`src/stsub_pkg.sv`:
```
`timescale 1ns / 1ps
package stsub_pkg;

    localparam int FRAC_BITS  = 14;
    localparam int ONE        = 1 << FRAC_BITS;
    localparam int FIELD_W    = 16;
    localparam int TEX_W      = 15;
    localparam int NORM_EXTRA = 13;

    // edge sum and its squared length
    localparam int SUM_W  = FIELD_W + 1;
    localparam int N2_W   = 2 * SUM_W;

    // length = isqrt(n2 << 2*NORM_EXTRA), worked three root bits a cycle
    localparam int ROOT_SH  = 2 * NORM_EXTRA;
    localparam int RAD_W    = N2_W + ROOT_SH;
    localparam int LEN_W    = (RAD_W + 1) / 2;
    localparam int SQ_STEPS = 3;
    localparam int SQ_CYC   = (LEN_W + SQ_STEPS - 1) / SQ_STEPS;
    localparam int LENP_W   = SQ_STEPS * SQ_CYC;
    localparam int RADP_W   = 2 * LENP_W;
    localparam int REM_W    = LENP_W + 3;
    localparam int SQC_W    = $clog2(SQ_CYC + 1);

    // component scale: ((|s| << NUM_SH) + len/2) / len, result clamped to ONE
    localparam int NUM_SH    = FRAC_BITS + NORM_EXTRA;
    localparam int QW        = FRAC_BITS + 1;
    localparam int DIV_STEPS = 3;
    localparam int DIV_CYC   = (QW + DIV_STEPS - 1) / DIV_STEPS;
    localparam int DQ        = DIV_STEPS * DIV_CYC;
    localparam int NUM_W     = SUM_W + NUM_SH + 1;
    localparam int DREM_W    = LENP_W + 1;
    localparam int DVC_W     = $clog2(DIV_CYC + 1);

    localparam int NUM_VTX  = 12;
    localparam int IDX_W    = $clog2(NUM_VTX);
    localparam int TEXT_W   = (FIELD_W > FRAC_BITS ? FIELD_W : FRAC_BITS) + 2;

    typedef struct packed {
        logic [FIELD_W-1:0] x;
        logic [FIELD_W-1:0] y;
        logic [FIELD_W-1:0] z;
    } t_vec;

    typedef struct packed {
        t_vec p;
        t_vec q;
    } t_pair;

    typedef struct packed {
        t_vec m;
        t_vec p;
        t_vec q;
    } t_lane_res;

    typedef struct packed {
        t_vec a;
        t_vec b;
        t_vec c;
        t_vec mab;
        t_vec mac;
        t_vec mbc;
    } t_tri;

endpackage

```
`src/stsub_lane.sv`:
```
`timescale 1ns / 1ps
module stsub_lane import stsub_pkg::*; (
    input  logic      i_clk,
    input  logic      i_rst_n,
    input  logic      i_valid,
    output logic      o_ready,
    input  t_pair     i_pair,
    output logic      o_valid,
    input  logic      i_ready,
    output t_lane_res o_res
);

    // stage 1: sums and squares
    logic                     r1_v;
    t_pair                    r1_pair;
    logic signed [SUM_W-1:0]  r1_s  [3];
    logic [N2_W-1:0]          r1_sq [3];

    // stage 2: square root unit
    logic                     rq_v;
    logic [SQC_W-1:0]         rq_cnt;
    logic [RADP_W-1:0]        rq_rad;
    logic [REM_W-1:0]         rq_rem;
    logic [LENP_W-1:0]        rq_root;
    logic                     rq_zero;
    logic signed [SUM_W-1:0]  rq_s [3];
    t_pair                    rq_pair;

    // stage 3: three dividers sharing one length
    logic                     rd_v;
    logic [DVC_W-1:0]         rd_cnt;
    logic [LENP_W-1:0]        rd_len;
    logic [DREM_W-1:0]        rd_rem [3];
    logic [DQ-1:0]            rd_num [3];
    logic [DQ-1:0]            rd_q   [3];
    logic                     rd_neg [3];
    logic                     rd_zero;
    t_pair                    rd_pair;

    logic                     s1_take, sq_done, sq_take, sq_free, div_take, div_free;
    logic signed [SUM_W-1:0]  w_s [3];
    logic [N2_W-1:0]          w_n2;
    logic [RADP_W-1:0]        n_q_rad;
    logic [REM_W-1:0]         n_q_rem;
    logic [LENP_W-1:0]        n_q_root;
    logic [DREM_W-1:0]        n_d_rem [3];
    logic [DQ-1:0]            n_d_num [3];
    logic [DQ-1:0]            n_d_q   [3];
    logic [NUM_W-1:0]         w_num   [3];
    logic [SUM_W-1:0]         w_mag   [3];
    logic [FIELD_W-1:0]       w_m     [3];

    assign o_valid  = rd_v && (rd_cnt == '0);
    assign div_take = o_valid && i_ready;
    assign div_free = !rd_v || div_take;
    assign sq_done  = rq_v && (rq_cnt == '0);
    assign sq_take  = sq_done && div_free;
    assign sq_free  = !rq_v || sq_take;
    assign s1_take  = r1_v && sq_free;
    assign o_ready  = !r1_v || s1_take;

    assign w_s[0] = SUM_W'($signed(i_pair.p.x)) + SUM_W'($signed(i_pair.q.x));
    assign w_s[1] = SUM_W'($signed(i_pair.p.y)) + SUM_W'($signed(i_pair.q.y));
    assign w_s[2] = SUM_W'($signed(i_pair.p.z)) + SUM_W'($signed(i_pair.q.z));
    assign w_n2   = r1_sq[0] + r1_sq[1] + r1_sq[2];

    always_ff @(posedge i_clk) begin
        if (!i_rst_n) begin
            r1_v <= 1'b0;
        end else if (o_ready) begin
            r1_v <= i_valid;
        end
        if (o_ready && i_valid) begin
            r1_pair <= i_pair;
            for (int i = 0; i < 3; i++) begin
                r1_s[i]  <= w_s[i];
                r1_sq[i] <= N2_W'($unsigned(N2_W'(w_s[i]) * N2_W'(w_s[i])));
            end
        end
    end

    // digit-by-digit square root, SQ_STEPS result bits a cycle
    always_comb begin
        n_q_rem  = rq_rem;
        n_q_root = rq_root;
        n_q_rad  = rq_rad;
        for (int k = 0; k < SQ_STEPS; k++) begin
            n_q_rem = {n_q_rem[REM_W-3:0], n_q_rad[RADP_W-1 -: 2]};
            n_q_rad = n_q_rad << 2;
            if (n_q_rem >= REM_W'({n_q_root, 2'b01})) begin
                n_q_rem  = n_q_rem - REM_W'({n_q_root, 2'b01});
                n_q_root = {n_q_root[LENP_W-2:0], 1'b1};
            end else begin
                n_q_root = {n_q_root[LENP_W-2:0], 1'b0};
            end
        end
    end

    always_ff @(posedge i_clk) begin
        if (!i_rst_n) begin
            rq_v   <= 1'b0;
            rq_cnt <= '0;
        end else if (s1_take) begin
            rq_v   <= 1'b1;
            rq_cnt <= SQC_W'(SQ_CYC);
        end else if (sq_take) begin
            rq_v   <= 1'b0;
        end else if (rq_v && rq_cnt != '0) begin
            rq_cnt <= rq_cnt - 1'b1;
        end
        if (s1_take) begin
            rq_rad  <= RADP_W'({w_n2, {ROOT_SH{1'b0}}});
            rq_rem  <= '0;
            rq_root <= '0;
            rq_zero <= (w_n2 == '0);
            rq_s    <= r1_s;
            rq_pair <= r1_pair;
        end else if (rq_v && rq_cnt != '0) begin
            rq_rad  <= n_q_rad;
            rq_rem  <= n_q_rem;
            rq_root <= n_q_root;
        end
    end

    // restoring division, DIV_STEPS quotient bits a cycle per component
    always_comb begin
        for (int i = 0; i < 3; i++) begin
            w_mag[i] = rq_s[i][SUM_W-1] ? SUM_W'(-rq_s[i]) : SUM_W'(rq_s[i]);
            w_num[i] = (NUM_W'(w_mag[i]) << NUM_SH) + NUM_W'(rq_root >> 1);
            n_d_rem[i] = rd_rem[i];
            n_d_num[i] = rd_num[i];
            n_d_q[i]   = rd_q[i];
            for (int k = 0; k < DIV_STEPS; k++) begin
                n_d_rem[i] = {n_d_rem[i][DREM_W-2:0], n_d_num[i][DQ-1]};
                n_d_num[i] = n_d_num[i] << 1;
                if (n_d_rem[i] >= DREM_W'(rd_len)) begin
                    n_d_rem[i] = n_d_rem[i] - DREM_W'(rd_len);
                    n_d_q[i]   = {n_d_q[i][DQ-2:0], 1'b1};
                end else begin
                    n_d_q[i]   = {n_d_q[i][DQ-2:0], 1'b0};
                end
            end
        end
    end

    always_ff @(posedge i_clk) begin
        if (!i_rst_n) begin
            rd_v   <= 1'b0;
            rd_cnt <= '0;
        end else if (sq_take) begin
            rd_v   <= 1'b1;
            rd_cnt <= DVC_W'(DIV_CYC);
        end else if (div_take) begin
            rd_v   <= 1'b0;
        end else if (rd_v && rd_cnt != '0) begin
            rd_cnt <= rd_cnt - 1'b1;
        end
        if (sq_take) begin
            rd_len  <= rq_root;
            rd_zero <= rq_zero;
            rd_pair <= rq_pair;
            for (int i = 0; i < 3; i++) begin
                rd_rem[i] <= DREM_W'(w_num[i] >> DQ);
                rd_num[i] <= w_num[i][DQ-1:0];
                rd_q[i]   <= '0;
                rd_neg[i] <= rq_s[i][SUM_W-1];
            end
        end else if (rd_v && rd_cnt != '0) begin
            rd_rem <= n_d_rem;
            rd_num <= n_d_num;
            rd_q   <= n_d_q;
        end
    end

    always_comb begin
        for (int i = 0; i < 3; i++) begin
            if (rd_zero) begin
                w_m[i] = '0;
            end else if (rd_q[i] > DQ'(ONE)) begin
                w_m[i] = rd_neg[i] ? FIELD_W'(-ONE) : FIELD_W'(ONE);
            end else begin
                w_m[i] = rd_neg[i] ? -FIELD_W'(rd_q[i]) : FIELD_W'(rd_q[i]);
            end
        end
    end

    assign o_res.m.x = w_m[0];
    assign o_res.m.y = w_m[1];
    assign o_res.m.z = w_m[2];
    assign o_res.p   = rd_pair.p;
    assign o_res.q   = rd_pair.q;

endmodule

```
`config.mk`:
```
export PLATFORM = sky130hd
export DESIGN_NAME = stsub_lane
export DESIGN_NICKNAME = d
export VERILOG_FILES = /design/src/stsub_pkg.sv /design/src/stsub_lane.sv
export SDC_FILE = /design/constraint.sdc
export NUM_CORES = 2
export LEC_CHECK = 0
export BUFFER_PORTS_ARGS = -buffer_cell sky130_fd_sc_hd__buf_2
export CORE_ASPECT_RATIO = 1.25
export CORE_MARGIN = 2
export CORE_UTILIZATION = 55
export CTS_CLUSTER_DIAMETER = 150
export CTS_CLUSTER_SIZE = 20
export DETAILED_ROUTE_END_ITERATION = 10
export GPL_ROUTABILITY_DRIVEN = 0
export PLACE_DENSITY = 0.82
export SKIP_CTS_REPAIR_TIMING = 1
export SYNTH_ARGS = -nofsm -noshare
export SYNTH_HDL_FRONTEND = slang
export SYNTH_SLANG_ARGS = --single-unit
```
`constraint.sdc`:
```
create_clock -name i_clk -period 22.4 [get_ports i_clk]
set_input_delay 1.12 -clock i_clk [delete_from_list [all_inputs] [get_ports i_clk]]
set_output_delay 1.12 -clock i_clk [all_outputs]
set_load 0.1 [all_outputs]
```
==> run summary <==
The layout cell share with drive strength beyond 1 is approximately 6.3%. In this run, distinct cell masters in the synthesized netlist total 83. The count of endpoints failing setup in the final report is 0. The beginning of the worst register-to-register path is rd_len[1]$_DFFE_PP_.

Once the floorplan was initialized, standard cells occupied 55.5% of the core. The root buffer selected by CTS is sky130_fd_sc_hd__clkbuf_16. For this design, the slowest cell found on the critical path is sky130_fd_sc_hd__a2111o_2.

The total of flip-flops plus latches after synthesis is 776. The flow ran to the end, and the final reports show no timing, DRC or antenna violations. In this run the most critical hold path is launched from rq_pair[12]$_DFFE_PP_.

Detailed placement ended at an HPWL of 171,000 µm. The count of flip-flops with a built-in enable after synthesis is 660. The critical path in this run is classified as reg -> reg. The minimum clock period after layout is 12.20 ns. In the layout the commonest cells are 1,275 x sky130_fd_sc_hd__inv_1, 861 x sky130_fd_sc_hd__fa_1, 760 x sky130_fd_sc_hd__nand2_1, 705 x sky130_fd_sc_hd__ha_1, 660 x sky130_fd_sc_hd__edfxtp_1. The final clock skew is around 0.036 ns. The final-layout setup total negative slack came out at 0 ns. Leaving out fill and tap cells, the most frequent cell in the layout is sky130_fd_sc_hd__inv_1. The kind of end point of the critical path is a register. In this run the tightest slew margin relative to its limit is 18.3%. The kind of start point of the critical path is a register. After synthesis, the share of flip-flops with an asynchronous set or reset is 0%. The timing-limited maximum frequency is 82.0 MHz. The number of antenna violations at the first check in global routing was 6. The average instance in the mapped netlist occupies 9.58 µm². The first-pass iteration count of the detailed router is 7.

Across all register-to-register paths, the minimum setup slack is 10.20 ns. The worst min-delay path endpoint is o_res[12]$_DFFE_PP_. The period utilization came out at 54.4%. The most used flip-flop cell after synthesis is sky130_fd_sc_hd__edfxtp_1.

The detail-routed net length per standard cell came out at between 20 and 25 µm. The critical path data required time is roughly 23 ns. The number of antenna-violating nets in the routed design came out at 0. The total wirelength of the detailed-routed design came out at 217,000 µm. The actual transition at the worst max-transition pin is between 1 and 1.5 ns. The endpoint identified for the worst register-to-register timing path is rd_rem[0]$_DFFE_PP_.

The maximum number of pins on one net before global-route repair came out at about 130. The clock tree from TritonCTS is yes. Counting stages on the worst path, the most repeated cell is sky130_fd_sc_hd__a21oi_1.

The number of failing hold endpoints at the final stage came out at 0. The number of slew-limit violations in the final report was 0. The H-tree was split into 2 levels. The area enclosed by the die boundary came out at 0.151 mm². TritonCTS created 45 clock buffers. The clock passes through at most 3 buffers. The number of synthesis warnings came out at 0.

Summed over all layers, the global routing overflow is 0. The biggest fanout along the worst timing path came out at 48. Setup repair after global routing left no endpoint under its margin. The vertical extent of the die is approximately 430 µm. The synthesized net count is 10,200. The standard-cell row count came out at 157. The number of vias per cell came out at 6.00. The count of cells along the worst register-to-register path came out at 44.

The number of global-route vias before repair is 66,500. The largest single stage delay on the critical path is 0.81 ns. During placement, the flow inserted port buffers numbering about 250. The post-synth design cell area came out at 0.0815 mm². Pin placement for this block handled 246 I/O pins. The number of DRC markers in iteration 0 came out at about 5,500. The synthesis-to-finish area growth is 5.82%. The die extent in x is approximately 350 µm.

The number of max-cap violations came out at 0. Across every metal layer, demand over resource in global routing totals 28.5%. After floorplanning, the core was sized to cover 0.147 mm². The cell family contributing the most delay on the critical path is compound AO/OA/AOI/OAI gates.

Clock-pin slew was measured on the worst setup and hold paths at roughly 0.10 ns. The wire length of the first global-routing pass is 342,000 µm. The number of buffers and inverters on the critical path is 3. The cell count after synthesis came out at 8,505. For this run, design rule violations remaining after detail routing come to 0.

The latest clock arrival within the worst-skew pair is 0.65 ns. Counting every sink on the clock net gives 776. The number of vias after detailed routing came out at 63,500. The signal arrival time at the worst endpoint came out at 12.55 ns. Along the worst hold path, the cell count comes to 0. The layout net count came out at 10,300.

The worst hold path belongs to the class reg -> reg. For this run, the register share of the synthesized area comes to between 20% and 30%.
[flip-flops by register name, summed over array words and instances (netlist names), 3 cells and up]
name and cells:
rq_pair 96, rd_cnt 3, rq_rad 34, n_d_num 12
rq_cnt 4, rd_num 3, rd_neg 3, r1_sq 96
rq_root 30, o_res 96, rd_q 45, r1_pair 96
r1_s 51, rd_rem 90, rd_len 30, rq_rem 31
rq_s 51
[layer usage]
| layer | track usage [%] | part of all wire [%] |
|---|---|---|
| met1 | 31.4 | 35 |
| met2 | 49.2 | 49 |
| met5 | 0 | 0.014 |
| met3 | 4.24 | 6.9 |
| met4 | 22.9 | 9.4 |
[kinds of logic (layout without fill, tap and decap cells)]
kind of cell / count (synthesis) / in the layout / synth area share [%]
simple gates: 2173 / 2173 / 12.1
mux: 184 / 184 / 2.42
flops: 776 / 776 / 27.2
other cells: 0 / 4 / 0
compound gates: 1690 / 1690 / 12.9
xor+xnor: 605 / 605 / 6.50
buf+inv: 1511 / 1678 / 6.97
fa+ha+maj: 1566 / 1566 / 32.0
[Yosys cell counts, types with 53 or more instances]
| master | n | area, µm² |
|---|---|---|
| sky130_fd_sc_hd__mux2i_1 | 79 | 791 |
| sky130_fd_sc_hd__or3_1 | 53 | 332 |
| sky130_fd_sc_hd__nand2b_1 | 74 | 463 |
| sky130_fd_sc_hd__nor3_1 | 103 | 515 |
| sky130_fd_sc_hd__dfxtp_1 | 116 | 2320 |
| sky130_fd_sc_hd__a21oi_1 | 468 | 2340 |
| sky130_fd_sc_hd__fa_1 | 861 | 17200 |
| sky130_fd_sc_hd__o21bai_1 | 70 | 526 |
| sky130_fd_sc_hd__nor2b_1 | 74 | 463 |
| sky130_fd_sc_hd__and2_1 | 74 | 463 |
| sky130_fd_sc_hd__o21ai_0 | 442 | 2210 |
| sky130_fd_sc_hd__edfxtp_1 | 660 | 19800 |
| sky130_fd_sc_hd__clkbuf_1 | 193 | 724 |
| sky130_fd_sc_hd__o31ai_1 | 55 | 413 |
| sky130_fd_sc_hd__xor2_1 | 226 | 1980 |
| sky130_fd_sc_hd__nand2_1 | 762 | 2860 |
| sky130_fd_sc_hd__o21a_1 | 71 | 533 |
| sky130_fd_sc_hd__mux2_2 | 105 | 1180 |
| sky130_fd_sc_hd__a21o_1 | 234 | 1760 |
| sky130_fd_sc_hd__inv_1 | 1277 | 4790 |
| sky130_fd_sc_hd__nor2_1 | 657 | 2470 |
| sky130_fd_sc_hd__nand4_1 | 70 | 438 |
| sky130_fd_sc_hd__xnor2_1 | 379 | 3320 |
| sky130_fd_sc_hd__ha_1 | 705 | 8820 |
| sky130_fd_sc_hd__nand3_1 | 153 | 766 |
[through the flow]
step | hold slack (ns) | cells | cell area (µm²) | setup slack (ns) | util, %
floorplan | 0.400 | 8505 | 81500 | 7.61 | -
global placement | 0.401 | 10500 | 84900 | 10.64 | 57.9
detailed placement | 0.405 | 10500 | 84900 | 10.45 | 57.9
CTS | 0.401 | 10600 | 86200 | 10.42 | 58.8
global route | 0.406 | 10600 | 86200 | 9.49 | 58.8
finish | 0.401 | 10600 | 86200 | 10.20 | 58.8
[worst reg2reg max path, delay by kind of cell (launching register included)]
kind / cells / cell delay (ns)
compound gates: 32 / 7.79
buf+inv: 3 / 1.33
fa+ha+maj: 3 / 1.03
mux: 2 / 0.75
simple gates: 4 / 0.55
flops: 1 / 0.47
[worst max path at each step]
stage | from | endpoint | slack (ns) | cells past startpoint
6_report | rd_len[1]$_DFFE_PP_ | rd_rem[0]$_DFFE_PP_ | 10.20 | 44
5_1_grt | rd_len[1]$_DFFE_PP_ | rd_rem[56]$_DFFE_PP_ | 9.49 | 42
4_1_cts | rd_len[1]$_DFFE_PP_ | rd_rem[0]$_DFFE_PP_ | 10.42 | 44
3_5_place_dp | rd_len[1]$_DFFE_PP_ | rd_rem[0]$_DFFE_PP_ | 10.45 | 44
3_3_place_gp | rd_len[1]$_DFFE_PP_ | rd_rem[26]$_DFFE_PP_ | 10.64 | 45
2_1_floorplan | i_ready | r1_pair[0]$_DFFE_PP_ | 7.61 | 5
[layout make-up]
type	count	area, µm²
multi-input cells	6218	53800
clock buffers	73	1270
repair buffers	313	1750
flip-flops and latches	776	22100
clock inverters	3	36.3
diodes	4	10.0
inverters	1289	4860
well taps	1908	2390
fillers	11700	60500
Power is left out: the tool's default activity adds up to more than one toggle a clock period on the data nets, which glitch-free logic cannot reach.
