<file path="config.mk">
export PLATFORM = sky130hd
export DESIGN_NAME = stsub_emit_flat
export DESIGN_NICKNAME = d
export VERILOG_FILES = /design/src/stsub_pkg.sv /design/src/stsub_out_if.sv /design/src/stsub_emit.sv /design/src/flat_wrapper.sv
export SDC_FILE = /design/constraint.sdc
export NUM_CORES = 1
export LEC_CHECK = 0
export BUFFER_PORTS_ARGS = -buffer_cell sky130_fd_sc_hd__buf_2
export CAP_MARGIN = 5
export CORE_MARGIN = 2
export CORE_UTILIZATION = 45
export CTS_CLUSTER_DIAMETER = 30
export CTS_CLUSTER_SIZE = 14
export DETAILED_ROUTE_END_ITERATION = 8
export PLACE_DENSITY = 0.69
export SETUP_SLACK_MARGIN = 0.5
export SLEW_MARGIN = 40
export SYNTH_ARGS = -nofsm -noshare
export SYNTH_HDL_FRONTEND = slang
export SYNTH_SLANG_ARGS = --single-unit
</file>
<file path="constraint.sdc">
create_clock -name i_clk -period 11 [get_ports i_clk]
set_input_delay 1.65 -clock i_clk [delete_from_list [all_inputs] [get_ports i_clk]]
set_output_delay 1.65 -clock i_clk [all_outputs]
set_load 0.005 [all_outputs]
</file>
<file path="src/stsub_pkg.sv">
`timescale 1ns / 1ps
package stsub_pkg;

    localparam int FRAC_BITS  = 14;
    localparam int ONE        = 1 << FRAC_BITS;
    localparam int FIELD_W    = 16;
    localparam int TEX_W      = 15;
    localparam int NORM_EXTRA = 13;

    // edge sum and its squared length
    localparam int SUM_W  = FIELD_W + 1;
    localparam int N2_W   = 2 * SUM_W;

    // length = isqrt(n2 << 2*NORM_EXTRA), worked three root bits a cycle
    localparam int ROOT_SH  = 2 * NORM_EXTRA;
    localparam int RAD_W    = N2_W + ROOT_SH;
    localparam int LEN_W    = (RAD_W + 1) / 2;
    localparam int SQ_STEPS = 3;
    localparam int SQ_CYC   = (LEN_W + SQ_STEPS - 1) / SQ_STEPS;
    localparam int LENP_W   = SQ_STEPS * SQ_CYC;
    localparam int RADP_W   = 2 * LENP_W;
    localparam int REM_W    = LENP_W + 3;
    localparam int SQC_W    = $clog2(SQ_CYC + 1);

    // component scale: ((|s| << NUM_SH) + len/2) / len, result clamped to ONE
    localparam int NUM_SH    = FRAC_BITS + NORM_EXTRA;
    localparam int QW        = FRAC_BITS + 1;
    localparam int DIV_STEPS = 3;
    localparam int DIV_CYC   = (QW + DIV_STEPS - 1) / DIV_STEPS;
    localparam int DQ        = DIV_STEPS * DIV_CYC;
    localparam int NUM_W     = SUM_W + NUM_SH + 1;
    localparam int DREM_W    = LENP_W + 1;
    localparam int DVC_W     = $clog2(DIV_CYC + 1);

    localparam int NUM_VTX  = 12;
    localparam int IDX_W    = $clog2(NUM_VTX);
    localparam int TEXT_W   = (FIELD_W > FRAC_BITS ? FIELD_W : FRAC_BITS) + 2;

    typedef struct packed {
        logic [FIELD_W-1:0] x;
        logic [FIELD_W-1:0] y;
        logic [FIELD_W-1:0] z;
    } t_vec;

    typedef struct packed {
        t_vec p;
        t_vec q;
    } t_pair;

    typedef struct packed {
        t_vec m;
        t_vec p;
        t_vec q;
    } t_lane_res;

    typedef struct packed {
        t_vec a;
        t_vec b;
        t_vec c;
        t_vec mab;
        t_vec mac;
        t_vec mbc;
    } t_tri;

endpackage

</file>
<file path="src/stsub_out_if.sv">
`timescale 1ns / 1ps
interface stsub_out_if import stsub_pkg::*; ();
    logic                      valid;
    logic                      ready;
    logic signed [FIELD_W-1:0] vx;
    logic signed [FIELD_W-1:0] vy;
    logic signed [FIELD_W-1:0] vz;
    logic [TEX_W-1:0]          tex_u;
    logic [TEX_W-1:0]          tex_v;
    logic                      last_vertex;

    modport source (output valid, vx, vy, vz, tex_u, tex_v, last_vertex, input ready);
    modport sink   (input valid, vx, vy, vz, tex_u, tex_v, last_vertex, output ready);
endinterface

</file>
<file path="src/stsub_emit.sv">
`timescale 1ns / 1ps
module stsub_emit import stsub_pkg::*; (
    input  logic         i_clk,
    input  logic         i_rst_n,
    input  logic         i_valid,
    output logic         o_ready,
    input  t_tri         i_tri,
    stsub_out_if.source  o_vtx
);

    logic             r_have;
    logic [IDX_W-1:0] r_idx;
    t_tri             r_tri;
    logic             r_ov;
    t_vec             r_v;
    logic [TEX_W-1:0] r_tu;
    logic [TEX_W-1:0] r_tv;
    logic             r_last;

    logic             w_adv;
    logic             w_end;
    t_vec             w_sel;

    function automatic logic [TEX_W-1:0] f_tex(input logic [FIELD_W-1:0] c);
        logic signed [TEXT_W-1:0] t;
        t = TEXT_W'($signed(c)) + TEXT_W'(ONE);
        if (t < 0) begin
            t = '0;
        end
        t = t >>> 1;
        if (t > TEXT_W'(ONE)) begin
            t = TEXT_W'(ONE);
        end
        return TEX_W'(t);
    endfunction

    assign w_adv   = r_have && (!r_ov || o_vtx.ready);
    assign w_end   = (r_idx == IDX_W'(NUM_VTX - 1));
    assign o_ready = !r_have || (w_adv && w_end);

    always_comb begin
        case (r_idx)
            IDX_W'(0):  w_sel = r_tri.a;
            IDX_W'(1):  w_sel = r_tri.mab;
            IDX_W'(2):  w_sel = r_tri.mac;
            IDX_W'(3):  w_sel = r_tri.mab;
            IDX_W'(4):  w_sel = r_tri.b;
            IDX_W'(5):  w_sel = r_tri.mbc;
            IDX_W'(6):  w_sel = r_tri.mbc;
            IDX_W'(7):  w_sel = r_tri.mac;
            IDX_W'(8):  w_sel = r_tri.mab;
            IDX_W'(9):  w_sel = r_tri.mac;
            IDX_W'(10): w_sel = r_tri.mbc;
            default:    w_sel = r_tri.c;
        endcase
    end

    always_ff @(posedge i_clk) begin
        if (!i_rst_n) begin
            r_have <= 1'b0;
            r_idx  <= '0;
            r_ov   <= 1'b0;
        end else begin
            if (o_ready && i_valid) begin
                r_have <= 1'b1;
                r_idx  <= '0;
            end else if (w_adv) begin
                r_have <= !w_end;
                r_idx  <= r_idx + 1'b1;
            end
            if (w_adv) begin
                r_ov <= 1'b1;
            end else if (o_vtx.ready) begin
                r_ov <= 1'b0;
            end
        end
        if (o_ready && i_valid) begin
            r_tri <= i_tri;
        end
        if (w_adv) begin
            r_v    <= w_sel;
            r_tu   <= f_tex(w_sel.x);
            r_tv   <= f_tex(w_sel.y);
            r_last <= w_end;
        end
    end

    assign o_vtx.valid       = r_ov;
    assign o_vtx.vx          = r_v.x;
    assign o_vtx.vy          = r_v.y;
    assign o_vtx.vz          = r_v.z;
    assign o_vtx.tex_u       = r_tu;
    assign o_vtx.tex_v       = r_tv;
    assign o_vtx.last_vertex = r_last;

endmodule

</file>
<file path="src/flat_wrapper.sv">
// flat-port wrapper written by rule: the top's interface ports become plain ports
module stsub_emit_flat import stsub_pkg::*;
  (i_clk, i_rst_n, i_valid, o_ready, i_tri, o_vtx_valid, o_vtx_vx, o_vtx_vy, o_vtx_vz, o_vtx_tex_u, o_vtx_tex_v, o_vtx_last_vertex, o_vtx_ready);
  stsub_out_if o_vtx_i ();
  input  logic i_clk;
  input  logic i_rst_n;
  input  logic i_valid;
  output logic o_ready;
  input  t_tri i_tri;
  output wire logic [$bits(o_vtx_i.valid)-1:0] o_vtx_valid;
  output wire logic [$bits(o_vtx_i.vx)-1:0] o_vtx_vx;
  output wire logic [$bits(o_vtx_i.vy)-1:0] o_vtx_vy;
  output wire logic [$bits(o_vtx_i.vz)-1:0] o_vtx_vz;
  output wire logic [$bits(o_vtx_i.tex_u)-1:0] o_vtx_tex_u;
  output wire logic [$bits(o_vtx_i.tex_v)-1:0] o_vtx_tex_v;
  output wire logic [$bits(o_vtx_i.last_vertex)-1:0] o_vtx_last_vertex;
  input wire logic [$bits(o_vtx_i.ready)-1:0] o_vtx_ready;
  assign o_vtx_valid = o_vtx_i.valid;
  assign o_vtx_vx = o_vtx_i.vx;
  assign o_vtx_vy = o_vtx_i.vy;
  assign o_vtx_vz = o_vtx_i.vz;
  assign o_vtx_tex_u = o_vtx_i.tex_u;
  assign o_vtx_tex_v = o_vtx_i.tex_v;
  assign o_vtx_last_vertex = o_vtx_i.last_vertex;
  assign o_vtx_i.ready = o_vtx_ready;
  stsub_emit u_core (.i_clk(i_clk), .i_rst_n(i_rst_n), .i_valid(i_valid), .o_ready(o_ready), .i_tri(i_tri), .o_vtx(o_vtx_i));
endmodule
</file>
==> run metrics, run 1 <==
Finish-stage setup viols=0; Yosys warnings=0; Internal=3200 uW; CTS resizes=0; RSZ-0062 raised after global routing=no; total grt overflow=0; Initial DRC Count=661; Routed Antenna Nets=0; maxcap violations=0; Crit Path Category=flop to flop; critical path arrival=4860 ps; vias in the first global route=8,714; CTS tree=yes; Avg Cell Area, Syn=18.0 sq um; sw power=878 uW; Post-synth ARST share=0; Data required, critical path=11,250 ps; status=finished clean; final hold violations=0; max-slew violations=0; Tightest Pin Transition=807 ps; minimum clock period=4610 ps; cell count after synthesis=757; CTS root buffer=clkbuf_16; DP HPWL=22,400 microns; Post-Syn Area=0.0136 sq mm; CP max FO=32; GP Congestion=0.848; depth of the worst hold-timing path=1; fin crit share=0.419; final core utilization=0.618; Syn Nets=1,053; Clk pwr share=0.523; clock sinks=373; Top Ports=373; CTS clk-pin slew, worst paths=50 ps; share of cells above drive strength 1=0.419; vias per inst=5.21; Slew HR=0.462; #FFs+latches synth=373; Detailed Route WL=34,300 microns; crit end category=flop; R2R depth=9; Seq pwr share=0.418; largest net degree at the start of global routing=88; Chip Height=178 microns; Clock Tree Buf Depth=3; Setup TNS=0 ps; first-pass GRT wire length=48,900 microns; Setup Skew=32.3 ps; Leak=0.00706 uW; most frequent cells in the layout=372 x buf_2, 367 x edfxtp_1, 78 x nor2_1; Pre-antenna DRT Iters=6; Hold Path Class=flop to flop; Initial Utilization=0.458; Sw Share=0.215; PD cells=222 mW/mm^2; Netlist cell types=41; commonest non-fill, non-tap cell in the layout=buf_2; total track usage=0.213; Skew-Pair Late Insertion Delay=550 ps; cts bufs inserted=72; post-CTS setup buffer count=0; Die X=178 microns; initial antenna violation count=8; register area share after synthesis=0.819; Max Clk Rate=217 MHz; ys flop type=edfxtp_1; Worst IR Drop VDD=135 uV; Layout Nets=1,476; Gate power share=0.059; routed len/inst=21.0 microns; via count=8,495; H-tree depth=3; Worst setup SP type=flop; die area=0.0316 sq mm; number of synthesized flops with an enable pin=367; # hold bufs at CTS=0; Core ar.=0.0297 sq mm; final hold slack=516 ps; # rows=63; area delta synth->final=35.0%; IO Port Bufs=372; DRC Markers=0
[final timing paths]
check                        from  slack, ps                     to
setup reg to reg  u_core.r_idx[2]       6390  u_core.o_vtx.tex_u[9]
hold / removal      u_core.r_have        520     u_core.o_vtx.valid
setup / recovery  u_core.r_idx[2]       6390  u_core.o_vtx.tex_u[9]
hold reg to reg     u_core.r_have        520     u_core.o_vtx.valid
[logic make-up (layout without fill, tap and decap cells)]
| group | after synthesis | in the layout | synth area share |
|---|---|---|---|
| flip-flops | 373 | 373 | 0.819 |
| AO/OA/AOI/OAI | 154 | 154 | 0.0780 |
| AND/OR/NAND/NOR | 119 | 119 | 0.0421 |
| buffers and inverters | 52 | 530 | 0.0171 |
| multiplexers | 50 | 50 | 0.0368 |
| XOR/XNOR | 5 | 5 | 0.00322 |
| adder cells (fa/ha/maj) | 4 | 4 | 0.00368 |
| other | 0 | 6 | 0 |
[synthesized netlist by cell type (all sizes together), types with 2 or more instances]
cell type  number  area share
a211o           2      0.0013
a21o           18      0.0099
a21oi          34       0.013
a221oi          4      0.0026
a222oi         18       0.013
a22oi          24       0.013
a31oi          24       0.011
a41o            2      0.0015
buf            18      0.0077
clkbuf         18      0.0050
dfxtp           6      0.0088
edfxtp        367        0.81
ha              4      0.0037
inv            16      0.0044
mux2i          50       0.037
nand2           5      0.0014
nand2b          2     0.00092
nand3b          3      0.0017
nor2           78       0.022
nor2b          19       0.010
nor3            3      0.0015
o21ai          22      0.0081
o41a            2      0.0024
or3             2     0.00092
or4             4      0.0022
xnor2           3      0.0019
xor2            2      0.0013
[metrics by stage]
| step | cells | total power [uW] | setup WS (ps) | area [sq um] |
|---|---|---|---|---|
| finish | 1631 | 4080 | 6390 | 18400 |
| global route | 1628 | 4200 | 6050 | 18400 |
| detailed placement | 1496 | 1970 | 6350 | 16000 |
| global placement | 1495 | 1960 | 6050 | 15900 |
| floorplan | 757 | 1850 | 1650 | 13600 |
| CTS | 1625 | 4110 | 6310 | 18400 |
[layer usage]
| metal | GRT usage | routed length (microns) |
|---|---|---|
| met4 | 0.0980 | 1110 |
| met2 | 0.361 | 17000 |
| met5 | 0 | 33 |
| met3 | 0.0698 | 3490 |
| met1 | 0.246 | 12700 |
[worst max-delay path, cell delays in order, from the launching register on]
cell and delay, ps:
dfxtp_4 700, buf_4 580, o21ai_0 280, o21ai_4 640, buf_4 500, a21oi_1 140, a31oi_1 430, xnor2_1 320
o41a_1 550, nor2b_1 100
[sequential cells by signal (all words and copies together), names as in the netlist]
register and flops:
u_core.r_have 1, u_core.o_vtx.vx 16, u_core.r_tri 288, u_core.o_vtx.valid 1, u_core.r_idx 4, u_core.o_vtx.tex_u 15
u_core.o_vtx.vz 16, u_core.o_vtx.tex_v 15, u_core.o_vtx.last_vertex 1, u_core.o_vtx.vy 16
[power groups by stage]
stage          sequential, uW  clock (uW)  combinational [uW]
2_1_floorplan            1750           0                 106
3_3_place_gp             1730           0                 232
3_5_place_dp             1730           0                 240
4_1_cts                  1710        2160                 243
5_1_grt                  1710        2230                 263
6_report                 1710        2130                 240
[final cells by class]
type                       instances  area, sq um
fill                            2171        11400
multi-input combinational        332         2280
timing repair buffer             385         1980
clock inverter                    51          558
sequential                       373        11100
inverter                          16         60.1
tap                              390          488
clock buffer                      78         1830
antenna                            6         15.0
Note: power is estimated with default switching activity, not from simulation.
==> run 2, diff against run 1 <==
==> constraint.sdc (replaced) <==
create_clock -name i_clk -period 4.7 [get_ports i_clk]
set_input_delay 0.705 -clock i_clk [delete_from_list [all_inputs] [get_ports i_clk]]
set_output_delay 0.705 -clock i_clk [all_outputs]
set_load 0.005 [all_outputs]
==> run 2 against run 1 <==
- non-clock buffer count increased by 4
- register-to-register slack lost 5100 ps
- core utilization is 0.11 points lower
- combinational power grew 130%
- worst hold slack worse by 200 ps
- count of clock-buffer cells in the layout is 10 higher
- maximum frequency rose by 35%
- critical path depth is 1 higher
- total power up 130%
- sequential share of layout area increased by 0.11 points
- largest power group unchanged
==> run metrics, run 2 (synthesis results as in run 1) <==
status=finished clean; clock sinks=373 (unchanged); Core ar.=0.0297 sq mm (unchanged); vias per inst=5.20 (-0.21%); cts bufs inserted=72 (unchanged); first-pass GRT wire length=48,500 microns (-0.76%); minimum clock period=3420 ps (-1190 ps); PD cells=505 mW/mm^2 (+130%); Layout Nets=1,480 (+0.27%); GP Congestion=0.820 (-3.4%); Hold Path Class=input port to flop; Detailed Route WL=34,200 microns (-0.45%); CTS clk-pin slew, worst paths=50 ps (about the same); maxcap violations=0 (unchanged); # hold bufs at CTS=0 (unchanged); die area=0.0316 sq mm (unchanged); Worst IR Drop VDD=339 uV (+150%); Chip Height=178 microns (unchanged); RSZ-0062 raised after global routing=no; fin crit share=0.728 (+0.309); Clock Tree Buf Depth=3 (unchanged); Worst setup SP type=flop; most frequent cells in the layout=372 x buf_2, 367 x edfxtp_1, 78 x nor2_1; max reg flops=288 (unchanged); post-CTS setup buffer count=0 (unchanged); vias in the first global route=8,536 (-2.0%); max-slew violations=0 (unchanged); # fillers=2,178 (+0.32%); final core utilization=0.617 (-0.00114); routed len/inst=20.9 microns (-0.63%); worst setup margin=1280 ps (-5110 ps); Slew HR=0.505 (+0.0431); area delta synth->final=34.8%; Place WS=1090 ps (-5260 ps); commonest non-fill, non-tap cell in the layout=buf_2; Routed Antenna Nets=0 (unchanged); DRC Markers=0 (unchanged); Initial Utilization=0.458 (unchanged); # rows=63 (unchanged); Crit Path Category=flop to flop; final hold violations=0 (unchanged); total grt overflow=0 (unchanged); Tightest Pin Transition=741 ps (-66.3 ps); Die X=178 microns (unchanged); DP HPWL=23,000 microns (+2.6%); DP Cell Count=1,499 (+0.20%); Leak=0.00705 uW (-0.19%); share of cells above drive strength 1=0.417 (-0.00189); Max Clk Rate=292 MHz (+35%); Finish-stage setup viols=0 (unchanged); Setup TNS=0 ps (unchanged); Skew-Pair Late Insertion Delay=570 ps (+20 ps); via count=8,493 (-0.024%); Pwr Total=9250 uW (+130%); CTS root buffer=clkbuf_16; H-tree depth=3 (unchanged); final std cells w/o fill=1,634 (+0.18%); largest net degree at the start of global routing=104 (+18%); Data required, critical path=4990 ps (-6260 ps); IO Port Bufs=372 (unchanged); Setup Skew=29.7 ps (-2.54 ps); R2R setup slack=1280 ps (-5110 ps); Initial DRC Count=624 (-5.6%); Pre-antenna DRT Iters=7 (+1); Biggest register=u_core.r_tri; initial antenna violation count=1 (-7); crit end category=flop; CTS resizes=0 (unchanged); critical path arrival=3710 ps (-1150 ps); Top Ports=373 (unchanged); CTS tree=yes; total track usage=0.212 (-0.000847); CP max FO=22 (-31%)
==> run 2: final cells by class <==
| cell class | count | area [sq um] | area share |
|---|---|---|---|
| Multi-Input combinational cell | 332 | 2290 | 0.125 |
| Tap cell | 390 | 488 | 0.0266 |
| Timing Repair Buffer | 389 | 2070 | 0.113 |
| Clock buffer | 88 | 1880 | 0.103 |
| Antenna cell | 1 | 2.50 | 0.000137 |
| Sequential cell | 373 | 11100 | 0.608 |
| Clock inverter | 45 | 392 | 0.0214 |
| Inverter | 16 | 60.1 | 0.00328 |
==> run 2: path summary, 6_finish.rpt <==
path                           end             from  cells after the start
max          u_core.o_vtx.tex_u[7]  u_core.r_idx[0]                     10
max reg2reg  u_core.o_vtx.tex_u[7]  u_core.r_idx[0]                     10
min reg2reg     u_core.o_vtx.valid    u_core.r_have                      1
min              u_core.r_tri[157]       i_tri[157]                      1
==> run 2: per-layer routing <==
metal / part of all wire / global-route usage / vias to the layer above
met2: 0.49 / 0.349 / 517
met1: 0.36 / 0.248 / 4020
met4: 0.042 / 0.112 / 0
met5: 0 / 0 / -
li1: - / - / 3874
met3: 0.10 / 0.0696 / 82
==> run 2: power breakdown <==
group	total [uW]	internal (uW)	leakage (uW)	switching (uW)
sequential	4000	3930	0.00355	72.3
combinational	556	233	0.00241	324
clock	4690	3030	0.00109	1660
==> run 2: per-stage QoR <==
step / area, sq um / hold WS [ps]
finish: 18300 / 311
global route: 18300 / 279
CTS: 18300 / 281
detailed placement: 16000 / 491
global placement: 16000 / 475
floorplan: 13600 / 448
==> run 2: worst max-delay path: stages, from the launching register on <==
cell and delay (ps):
dfxtp_1 350, inv_1 90, ha_1 270, nor3_1 130, o22ai_4 490, buf_4 390
nor2_1 80, a41o_1 260, xnor2_1 530, o41a_1 460, nor2b_1 100
==> run 3, diff against run 2 <==
==> constraint.sdc (replaced) <==
create_clock -name i_clk -period 3.2 [get_ports i_clk]
set_input_delay 0.48 -clock i_clk [delete_from_list [all_inputs] [get_ports i_clk]]
set_output_delay 0.48 -clock i_clk [all_outputs]
set_load 0.005 [all_outputs]
==> run 3 against run 2 <==
- sequential share of layout area shrank 3.6 points
- total power up 60%
- cell area rose by 6.3%
- largest cell class unchanged
- combinational power grew 70%
- sequential cell count stayed put
- register-to-register slack got worse by 1100 ps
- core utilization up 3.9 points
- worst hold slack lost 240 ps
==> run metrics, run 3 (synthesis results as in run 1) <==
status=finished clean; fin crit share=0.931 (+0.203); Initial Utilization=0.458 (unchanged); CTS root buffer=clkbuf_16; cts bufs inserted=78 (+8.3%); met3 wire length=3680 microns (+2.7%); Die X=178 microns (unchanged); max-slew violations=0 (unchanged); PD cells=758 mW/mm^2 (+50%); routed len/inst=21.9 microns (+4.7%); Worst Hold Endpoint=u_core.r_tri[111]; Setup TNS=0 ps (unchanged); Hold Path Class=input port to flop; clock sinks=373 (unchanged); DRC Markers=0 (unchanged); crit end category=flop; die area=0.0316 sq mm (unchanged); minimum clock period=2980 ps (-441 ps); CTS tree=yes; share of cells above drive strength 1=0.478 (+0.0608); Pre-antenna DRT Iters=6 (-1); Core ar.=0.0297 sq mm (unchanged); critical path arrival=3400 ps (-310 ps); Leak=0.00752 uW (+6.7%); Data required, critical path=3630 ps (-1360 ps); H-tree depth=3 (unchanged); met2 WL=17,900 microns (+7.2%); via count=8,850 (+4.2%); area delta synth->final=43.3%; Finish-stage setup viols=0 (unchanged); min-delay src=i_tri[111]; Crit Path Category=flop to flop; Max Clk Rate=336 MHz (+15%); vias per inst=5.26 (+1.2%); Detailed Route WL=36,900 microns (+7.9%); WL met1=13,700 microns (+9.7%); DP HPWL=24,200 microns (+5.1%); most frequent cells in the layout=372 x buf_2, 367 x edfxtp_1, 82 x clkbuf_16; area of the multi-input gates=0.00254 sq mm (+11%); Setup Skew=21.2 ps (-8.54 ps); Top Ports=373 (unchanged); RSZ-0062 raised after global routing=yes; GP Congestion=0.839 (+2.3%); R2R depth=10 (unchanged); Worst setup SP type=flop; commonest non-fill, non-tap cell in the layout=buf_2; depth of the worst hold-timing path=1 (unchanged); Biggest register=u_core.r_tri; Worst IR Drop VDD=716 uV (+110%); Routed Antenna Nets=0 (unchanged); Reg area=0.0112 sq mm (about the same); IO Port Bufs=372 (unchanged); initial antenna violation count=5 (+4); total track usage=0.229 (+0.0164); Skew-Pair Late Insertion Delay=580 ps (about the same); Slew HR=0.613 (+0.108); Layout Nets=1,523 (+2.9%); R2R setup slack=220 ps (-1060 ps); Initial DRC Count=566 (-9.3%); first-pass GRT wire length=52,500 microns (+8.4%); Tightest Pin Transition=581 ps (-160 ps); Post-DP Area=0.0163 sq mm (+1.9%); highest routed layer=met5; # fillers=2,053 (-5.7%); largest net degree at the start of global routing=55 (-47%); Critical R2R Launch=u_core.r_idx[1]; vias in the first global route=9,191 (+7.7%); final hold violations=0 (unchanged); Chip Height=178 microns (unchanged); Pwr Total=14,800 uW (+60%); maxcap violations=0 (unchanged); CP max FO=8 (-64%); # rows=63 (unchanged); max reg flops=288 (unchanged); post-layout instance area=0.0195 sq mm (+6.3%); R2R Path End=u_core.o_vtx.tex_u[12]; total grt overflow=0 (unchanged); Clock Tree Buf Depth=3 (unchanged); CTS clk-pin slew, worst paths=50 ps (about the same)
-- run 3: changes by cell type in the layout (fill, tap and decap cells not counted), sizes merged --
| cell | previous run | this run |
|---|---|---|
| buf | 389 | 423 |
| bufinv | 3 | 9 |
| clkinv | 29 | 34 |
| inv | 21 | 25 |
| clkinvlp | 8 | 6 |
| diode | 1 | 3 |
-- run 3: cell type report --
cell class              count  area share
diodes                      3    0.000385
clock buffers              85       0.103
clock inverters            58      0.0332
inverters                  16     0.00334
multi-input cells         332       0.130
flip-flops and latches    373       0.572
well taps                 390      0.0250
repair buffers            426       0.133
-- run 3: metrics by stage --
stage / hold WS [ps] / util / setup slack (ps) / std cells
2_1_floorplan: 474 / - / -327 / 757
3_3_place_gp: 499 / 0.550 / 65.7 / 1522
3_5_place_dp: 505 / 0.550 / -47.4 / 1522
4_1_cts: 46.7 / 0.650 / 229 / 1677
5_1_grt: 40.6 / 0.656 / 131 / 1683
6_report: 67.5 / 0.656 / 221 / 1683
-- run 3: routing by layer --
metal,global-route usage,up-vias
met5,0,-
met4,0.107,4
met3,0.0737,111
met2,0.388,544
met1,0.263,4212
li1,-,3979
-- run 3: timing repair --
item,in CTS,in global routing
pin swaps,8,3
setup buffers,10,1
resized for setup,39,28
setup endpoints to repair,26,21
hold buffers,0,0
cloned,2,2
-- run 3: worst max-delay path, cell delays in order (launching register included) --
cell and delay (ps):
dfxtp_4 380, inv_4 50, ha_4 180, nor4_4 340
o22ai_4 200, buf_12 190, nor2_4 100, a31oi_4 50
or4_4 550, o41a_1 570, nor2b_1 200
-- run 3: power by group --
group	internal, uW	switching [uW]
clock	5290	2670
combinational	423	521
sequential	5770	103
-- run 3: how the worst max path moves through the flow --
stage / start / end / slack [ps] / cells after the start
5_1_grt: u_core.r_idx[1] / u_core.o_vtx.tex_u[12] / 130 / 10
2_1_floorplan: u_core.r_idx[2] / u_core.r_idx[0] / -330 / 7
6_report: u_core.r_idx[1] / u_core.o_vtx.tex_u[12] / 220 / 10
3_5_place_dp: u_core.r_idx[0] / u_core.o_vtx.tex_u[10] / -50 / 10
3_3_place_gp: u_core.r_idx[0] / u_core.o_vtx.tex_v[3] / 70 / 10
4_1_cts: u_core.r_idx[1] / u_core.o_vtx.tex_u[12] / 230 / 10
